`config.mk`:
```
export PLATFORM = sky130hd
export DESIGN_NAME = i2c_master_transfer_sequencer
export DESIGN_NICKNAME = d
export VERILOG_FILES = /design/src/rtl/i2cms_pkg.sv /design/src/rtl/i2c_master_transfer_sequencer.sv /design/src/rtl/i2cms_step.sv
export VERILOG_INCLUDE_DIRS = /design/src /design/src/rtl
export SDC_FILE = /design/constraint.sdc
export NUM_CORES = 1
export LEC_CHECK = 0
export BUFFER_PORTS_ARGS = -buffer_cell sky130_fd_sc_hd__buf_2
export CORE_ASPECT_RATIO = 1.5
export CORE_MARGIN = 2
export CORE_UTILIZATION = 40
export CTS_BUF_LIST = sky130_fd_sc_hd__clkbuf_8
export DETAILED_ROUTE_END_ITERATION = 16
export PLACE_DENSITY = 0.61
export SLEW_MARGIN = 25
export SYNTH_ARGS = -nofsm -noshare
export SYNTH_HDL_FRONTEND = slang
export SYNTH_SLANG_ARGS = --single-unit
```
`constraint.sdc`:
```
create_clock -name clock -period 3.76 [get_ports clock]
set_clock_uncertainty 0.1 [all_clocks]
set_input_delay 0.752 -clock clock [delete_from_list [all_inputs] [get_ports clock]]
set_output_delay 0.752 -clock clock [all_outputs]
set_load 0.05 [all_outputs]
```
`src/rtl/i2c_master_transfer_sequencer_assert.svh`:
```
// Assertion macros for the I2C master transfer sequencer RTL.
`ifndef I2C_MASTER_TRANSFER_SEQUENCER_ASSERT_SVH
`define I2C_MASTER_TRANSFER_SEQUENCER_ASSERT_SVH

`ifndef NO_ASSERTIONS

// Same-cycle implication, checked on every rising clock edge outside reset.
`define I2CMS_ASSERT_IMPL(label, clk, rst, ante, cons) \
   label: assert property (@(posedge clk) disable iff (rst) (ante) |-> (cons)) \
      else $error("i2cms: implication check failed");

// Next-cycle implication, checked on every rising clock edge outside reset.
`define I2CMS_ASSERT_NEXT(label, clk, rst, ante, cons) \
   label: assert property (@(posedge clk) disable iff (rst) (ante) |=> (cons)) \
      else $error("i2cms: next-cycle check failed");

`else

`define I2CMS_ASSERT_IMPL(label, clk, rst, ante, cons)
`define I2CMS_ASSERT_NEXT(label, clk, rst, ante, cons)

`endif

`endif

```
`src/rtl/i2cms_pkg.sv`:
```
// Package with the types and status codes of the I2C master transfer sequencer.
package i2cms_pkg;

   // Command codes of a request beat.
   typedef enum logic [1:0] {
      CMD_START_WRITE = 2'd0,
      CMD_START_READ  = 2'd1,
      CMD_EVENT       = 2'd2,
      CMD_STOP        = 2'd3
   } cmd_type;

   // Bus actions requested in a response beat.
   typedef enum logic [2:0] {
      ACT_NONE    = 3'd0,
      ACT_START   = 3'd1,
      ACT_ADDR    = 3'd2,
      ACT_DATA    = 3'd3,
      ACT_RACK    = 3'd4,
      ACT_RNACK   = 3'd5,
      ACT_STOP    = 3'd6,
      ACT_RELEASE = 3'd7
   } action_type;

   // Transfer phases; code seven is unreachable and treated as idle.
   typedef enum logic [2:0] {
      PH_IDLE  = 3'd0,
      PH_STAW  = 3'd1,
      PH_ADDRW = 3'd2,
      PH_WDATA = 3'd3,
      PH_STAR  = 3'd4,
      PH_ADDRR = 3'd5,
      PH_RDATA = 3'd6
   } phase_type;

   // Bus status codes after masking the low three bits.
   localparam logic [7:0] ST_MASK       = 8'hF8;
   localparam logic [7:0] ST_START      = 8'h08;
   localparam logic [7:0] ST_RESTART    = 8'h10;
   localparam logic [7:0] ST_ADDRW_ACK  = 8'h18;
   localparam logic [7:0] ST_WDATA_ACK  = 8'h28;
   localparam logic [7:0] ST_WDATA_NACK = 8'h30;
   localparam logic [7:0] ST_ADDRR_ACK  = 8'h40;
   localparam logic [7:0] ST_RDATA_ACK  = 8'h50;
   localparam logic [7:0] ST_RDATA_NACK = 8'h58;

   // One request beat.
   typedef struct packed {
      cmd_type    command;
      logic [6:0] device_address;
      logic [7:0] transfer_length;
      logic [7:0] status_code;
      logic [7:0] received_byte;
      logic [7:0] next_tx_byte;
   } req_type;

   // Transfer state carried from beat to beat.
   typedef struct packed {
      phase_type  phase;
      logic [7:0] address_byte;
      logic [7:0] remaining;
      logic [7:0] done_count;
   } state_type;

   // One response beat.
   typedef struct packed {
      action_type action;
      logic [7:0] out_byte;
      logic       store_valid;
      logic [7:0] stored_byte;
      logic [7:0] byte_count;
      phase_type  phase;
      logic       accepted;
   } result_type;

endpackage

```
`src/rtl/i2c_master_transfer_sequencer.sv`:
```
// I2C master transfer sequencer: turns commands and bus status beats into bus actions.
//
// Request channel (req_*): each beat is a start-write, start-read, bus status event or
// stop command with its address, length, status and data fields. A beat is taken on a
// rising edge with req_valid high and req_stall low.
// Response channel (rsp_*): exactly one beat per request beat, in order, carrying the
// bus action, the byte to send, any received byte, the byte count, the phase after the
// beat and whether a start was taken.
// Path: a request beat is taken into the input register, decoded against the transfer
// state and written to the response register, whose beat shows on rsp_valid.
// Throughput: one beat per cycle while the receiver does not stall; the limit is the state
// update between the input register and the response register.
// When the receiver holds rsp_stall, the response register keeps its beat, the input
// register fills, and req_stall rises only while both are occupied.
// Reset (synchronous, active high) empties both registers and returns the transfer
// state to idle with address, remaining count and byte count cleared.
`include "i2c_master_transfer_sequencer_assert.svh"

module i2c_master_transfer_sequencer
   import i2cms_pkg::*;
(
   input  logic       clock,
   input  logic       reset,
   input  logic       req_valid,
   output logic       req_stall,
   input  logic [1:0] req_command,
   input  logic [6:0] req_device_address,
   input  logic [7:0] req_transfer_length,
   input  logic [7:0] req_status_code,
   input  logic [7:0] req_received_byte,
   input  logic [7:0] req_next_tx_byte,
   output logic       rsp_valid,
   input  logic       rsp_stall,
   output logic [2:0] rsp_action,
   output logic [7:0] rsp_out_byte,
   output logic       rsp_store_valid,
   output logic [7:0] rsp_stored_byte,
   output logic [7:0] rsp_byte_count,
   output logic [2:0] rsp_phase,
   output logic       rsp_accepted
);

   logic       in_valid_ff, in_valid_in;
   req_type    in_req_ff, in_req_in;
   state_type  state_ff, state_in;
   logic       out_valid_ff, out_valid_in;
   result_type out_rsp_ff, out_rsp_in;

   state_type  step_state;
   result_type step_result;
   logic       out_free;
   logic       advance;
   logic       req_take;

   // Pipeline control: the input register moves on when the response register frees up.
   assign out_free  = !out_valid_ff || !rsp_stall;
   assign advance   = in_valid_ff && out_free;
   assign req_stall = in_valid_ff && !out_free;
   assign req_take  = req_valid && !req_stall;

   // Decode of the registered beat.
   i2cms_step u_step (
      .req        (in_req_ff),
      .state      (state_ff),
      .state_next (step_state),
      .result     (step_result)
   );

   // Next values of the input register, state and response register.
   always_comb begin
      in_valid_in = in_valid_ff;
      in_req_in   = in_req_ff;
      if (req_take) begin
         in_valid_in = 1'b1;
         in_req_in   = '{command:         cmd_type'(req_command),
                         device_address:  req_device_address,
                         transfer_length: req_transfer_length,
                         status_code:     req_status_code,
                         received_byte:   req_received_byte,
                         next_tx_byte:    req_next_tx_byte};
      end else if (advance) begin
         in_valid_in = 1'b0;
      end

      state_in     = state_ff;
      out_valid_in = out_valid_ff && rsp_stall;
      out_rsp_in   = out_rsp_ff;
      if (advance) begin
         state_in     = step_state;
         out_valid_in = 1'b1;
         out_rsp_in   = step_result;
      end
   end

   // Control and state registers.
   always_ff @(posedge clock) begin
      if (reset) begin
         in_valid_ff  <= 1'b0;
         out_valid_ff <= 1'b0;
         state_ff     <= '{phase: PH_IDLE, address_byte: 8'd0, remaining: 8'd0,
                           done_count: 8'd0};
      end else begin
         in_valid_ff  <= in_valid_in;
         out_valid_ff <= out_valid_in;
         state_ff     <= state_in;
      end
   end

   // Payload registers.
   always_ff @(posedge clock) begin
      in_req_ff  <= in_req_in;
      out_rsp_ff <= out_rsp_in;
   end

   assign rsp_valid       = out_valid_ff;
   assign rsp_action      = out_rsp_ff.action;
   assign rsp_out_byte    = out_rsp_ff.out_byte;
   assign rsp_store_valid = out_rsp_ff.store_valid;
   assign rsp_stored_byte = out_rsp_ff.stored_byte;
   assign rsp_byte_count  = out_rsp_ff.byte_count;
   assign rsp_phase       = out_rsp_ff.phase;
   assign rsp_accepted    = out_rsp_ff.accepted;

   // A decoded beat always lands in the response register.
   `I2CMS_ASSERT_NEXT(a_advance_fills_rsp, clock, reset, advance, out_valid_ff)
   // Back-pressure only arises with a beat waiting in the input register.
   `I2CMS_ASSERT_IMPL(a_stall_needs_beat, clock, reset, req_stall, in_valid_ff)
   // A taken start always requests a start condition.
   `I2CMS_ASSERT_IMPL(a_accept_is_start, clock, reset, out_valid_ff && out_rsp_ff.accepted,
                      out_rsp_ff.action == ACT_START)
   // A stored byte only comes from the read-data phase or its final release.
   `I2CMS_ASSERT_IMPL(a_store_in_read, clock, reset, out_valid_ff && out_rsp_ff.store_valid,
                      out_rsp_ff.phase == PH_RDATA || out_rsp_ff.phase == PH_IDLE)

endmodule

```
`src/rtl/i2cms_step.sv`:
```
// Next-state and response logic for one request beat of the transfer sequencer.
module i2cms_step
   import i2cms_pkg::*;
(
   input  req_type    req,
   input  state_type  state,
   output state_type  state_next,
   output result_type result
);

   logic [7:0] status;
   logic [7:0] remaining_dec;
   logic [7:0] done_inc;

   assign status        = req.status_code & ST_MASK;
   assign done_inc      = state.done_count + 8'd1;
   // A zero count holds instead of wrapping on reads.
   assign remaining_dec = (state.remaining != 8'd0) ? (state.remaining - 8'd1) : 8'd0;

   // Decode the command against the current phase.
   always_comb begin
      state_next         = state;
      result.action      = ACT_NONE;
      result.out_byte    = 8'd0;
      result.store_valid = 1'b0;
      result.stored_byte = 8'd0;
      result.accepted    = 1'b0;

      case (req.command)
         CMD_START_WRITE, CMD_START_READ: begin
            if (state.phase == PH_IDLE) begin
               state_next.address_byte = {req.device_address,
                                          (req.command == CMD_START_READ)};
               state_next.phase        = (req.command == CMD_START_WRITE) ? PH_STAW : PH_STAR;
               state_next.remaining    = req.transfer_length;
               state_next.done_count   = 8'd0;
               result.action           = ACT_START;
               result.accepted         = 1'b1;
            end
         end
         CMD_STOP: begin
            result.action = ACT_STOP;
         end
         default: begin
            // Bus status event.
            state_next.phase = PH_IDLE;
            result.action    = ACT_RELEASE;
            case (state.phase)
               PH_STAW, PH_STAR: begin
                  if (status == ST_START || status == ST_RESTART) begin
                     state_next.phase = (state.phase == PH_STAW) ? PH_ADDRW : PH_ADDRR;
                     result.out_byte  = state.address_byte;
                     result.action    = ACT_ADDR;
                  end
               end
               PH_ADDRW, PH_WDATA: begin
                  // An address ACK sends the first data byte like a data ACK does.
                  if (((state.phase == PH_ADDRW && status == ST_ADDRW_ACK) ||
                       (state.phase == PH_WDATA && status == ST_WDATA_ACK)) &&
                      state.remaining != 8'd0) begin
                     state_next.phase      = PH_WDATA;
                     state_next.done_count = done_inc;
                     state_next.remaining  = state.remaining - 8'd1;
                     result.out_byte       = req.next_tx_byte;
                     result.action         = ACT_DATA;
                  end
               end
               PH_ADDRR: begin
                  if (status == ST_ADDRR_ACK) begin
                     state_next.phase = PH_RDATA;
                     result.action    = (state.remaining > 8'd1) ? ACT_RACK : ACT_RNACK;
                  end
               end
               PH_RDATA: begin
                  if (status == ST_RDATA_ACK || status == ST_RDATA_NACK) begin
                     result.store_valid    = 1'b1;
                     result.stored_byte    = req.received_byte;
                     state_next.done_count = done_inc;
                     state_next.remaining  = remaining_dec;
                     if (remaining_dec > 8'd1) begin
                        state_next.phase = PH_RDATA;
                        result.action    = ACT_RACK;
                     end else if (remaining_dec == 8'd1) begin
                        state_next.phase = PH_RDATA;
                        result.action    = ACT_RNACK;
                     end
                  end
               end
               default: begin
                  // Idle or unreachable phase: release and stay idle.
                  state_next.phase = PH_IDLE;
               end
            endcase
         end
      endcase

      result.byte_count = state_next.done_count;
      result.phase      = state_next.phase;
   end

endmodule

```
==> impl_metrics.json <==
{
  "path_class": "register to register",
  "synth-seq-area-share_pct": 58.6,
  "ys.flop_type": "edfxtp_1",
  "min_period_ns": 2.49,
  "rows": 47,
  "slew_headroom_pct": 49.3,
  "cp.arrival_ns": 2.63,
  "post-dp-hpwl_mm": 7.00,
  "dieHeight_um": 135,
  "numCtsBuffers": 9,
  "worstPathMaxFanout": 16,
  "post_cts_buffers": 0,
  "route.vias.total": 3386,
  "wl_mm": 10.0,
  "die_w_um": 91.4,
  "via_per_inst": 5.52,
  "worstHoldStart": "state_ff[15]",
  "cts_tree": "built",
  "nNetsFinal": 515,
  "fmax_ghz": 0.401,
  "critPathLaunchType": "register",
  "cellPowerDensity_nw_per_um2": 419,
  "finalPower_mw": 2.24,
  "endpoint_kind": "register",
  "final_common_cell": "buf_2",
  "final_cell_mix": "75 x buf_2, 70 x edfxtp_1, 36 x nor2_1, 29 x dfxtp_1, 27 x nand2_1",
  "antenna_found_initial": 0,
  "initial_core_util_pct": 41.2,
  "design_area_um2": 5340,
  "synth_cell_types": 68,
  "hold_path_class": "register to register",
  "place_area_um2": 5120,
  "status": "completed",
  "drive_above_1_share_pct": 25.1,
  "postCtsHoldBufs": 0,
  "rsz0062_at_grt": "no",
  "antenna_left": 0,
  "worst_skew_pair.late_latency_ns": 0.37,
  "critPathLaunch": "state_ff[26]",
  "cts.repair.resized": 0,
  "worst_pin_slew_ns": 0.759,
  "grt_max_degree": 26,
  "hold_viol": 0,
  "synth_edf_count": 70,
  "setup_violations": 0,
  "grt_overflow": 0,
  "p_leak_nw": 1.95,
  "route.detailed.drc": 0,
  "setup_slack_ns": 1.27,
  "grt_pass1_wl_mm": 16.1,
  "syn_area_um2": 4580,
  "cts-root-buf": "clkbuf_8",
  "post-place-ws_ns": 1.24,
  "synth-async-reset-ratio_pct": 0,
  "tns_ns": 0,
  "wire_per_inst_um": 16.4,
  "firstDrtPassIters": 5,
  "period_share_pct": 66.3,
  "pin_count": 79,
  "clkTransAtPathRegs_ns": 0.10,
  "htreeDepth": 3,
  "synth_warnings": 0,
  "syn_area_per_cell_um2": 11.9,
  "cp.required_ns": 3.89,
  "grt_pass1_vias": 3293,
  "synth_cells": 386,
  "gp_congestion": 0.862,
  "peakVddDrop_mv": 0.287,
  "area_growth_pct": 16.6,
  "clock_path_buffers": 2,
  "dieArea_um2": 12300,
  "cap_violations": 0,
  "cts.sinks": 99,
  "report.final.slew_viol_count": 0,
  "drt-initial-drc-count": 270,
  "synth-seq-cells": 99,
  "grt_usage_pct": 16.5,
  "io_buffers": 75,
  "coreArea_um2": 11100,
  "diodes": 0,
  "synth_fp_nets": 440,
  "reg2reg_from": "state_ff[26]"
}
[where the power goes]
| part | switching, mW | total, mW | internal (mW) | leakage, nW |
|---|---|---|---|---|
| clock | 0.379 | 0.760 | 0.381 | 0.111 |
| sequential | 0.0259 | 1.24 | 1.21 | 0.910 |
| combinational | 0.166 | 0.237 | 0.0715 | 0.932 |
[worst max-delay path, cell delays in order, from the launching register on]
cell and delay (ns):
dfxtp_1 0.71, and3b_1 0.37, nand4_4 0.25, nor3b_1 0.71, and2_1 0.23
[registers in the layout, indices dropped and copies added (netlist names)]
signal           cells
in_req_ff           38
rsp_stored_byte      8
rsp_byte_count       8
rsp_accepted         1
rsp_store_valid      1
rsp_phase            3
rsp_out_byte         8
in_valid_ff          1
state_ff            27
rsp_valid            1
rsp_action           3
[through the flow]
step / std cells / util (%) / hold WS (ns)
global placement: 597 / 46.1 / 0.361
finish: 613 / 48.1 / 0.391
detailed placement: 597 / 46.1 / 0.377
global route: 613 / 48.1 / 0.423
CTS: 613 / 48.1 / 0.394
floorplan: 386 / - / 0.350
[synthesized netlist by cell type, drive strengths merged (6+ instances only)]
master	n	area share [%]
a21oi	10	1.2
a22oi	12	2.0
inv	11	0.90
edfxtp	70	46
o211ai	9	2.0
o32ai	7	1.3
a211oi	6	0.98
a31oi	12	1.6
mux2i	9	2.0
nand4	8	1.4
clkbuf	11	0.90
nand3	10	1.1
and2	10	1.4
ha	9	2.5
nand2	27	2.2
nor2	38	3.5
nor3	9	1.4
dfxtp	29	13
o21ai	19	2.3
or3	6	0.82
buf	6	0.71
[worst paths after layout]
check | to | slack [ns] | cells after the start
setup / recovery | rsp_stored_byte[0] | 1.27 | 4
hold / removal | state_ff[15] | 0.39 | 2
setup reg to reg | rsp_stored_byte[0] | 1.27 | 4
hold reg to reg | state_ff[15] | 0.39 | 2
[layout make-up]
| class | instances | area, µm² |
|---|---|---|
| Tap cell | 147 | 184 |
| Clock buffer | 9 | 124 |
| Fill cell | 997 | 5770 |
| Sequential cell | 99 | 2680 |
| Clock inverter | 7 | 98.8 |
| Timing Repair Buffer | 81 | 420 |
| Inverter | 11 | 41.3 |
| Multi-Input combinational cell | 259 | 1790 |
[kinds of logic (layout without fill, tap and decap cells)]
| group | after synthesis | count (layout) | share of synthesized area, % |
|---|---|---|---|
| simple gates | 129 | 129 | 15.8 |
| fa+ha+maj | 9 | 9 | 2.46 |
| mux | 10 | 10 | 2.21 |
| compound gates | 109 | 109 | 18.0 |
| buf+inv | 28 | 108 | 2.51 |
| flops | 99 | 99 | 58.6 |
| xor+xnor | 2 | 2 | 0.382 |
[metal layers]
metal / share of wire, % / wire (µm) / vias up / global-route usage (%)
met5: 0 / 0 / - / 0
met4: 2.1 / 208 / 0 / 6.82
met3: 4.2 / 419 / 12 / 3.40
met2: 53 / 5310 / 98 / 29.5
met1: 41 / 4100 / 1624 / 19.2
li1: - / - / 1652 / -
Note: power is estimated with default switching activity, not from simulation.
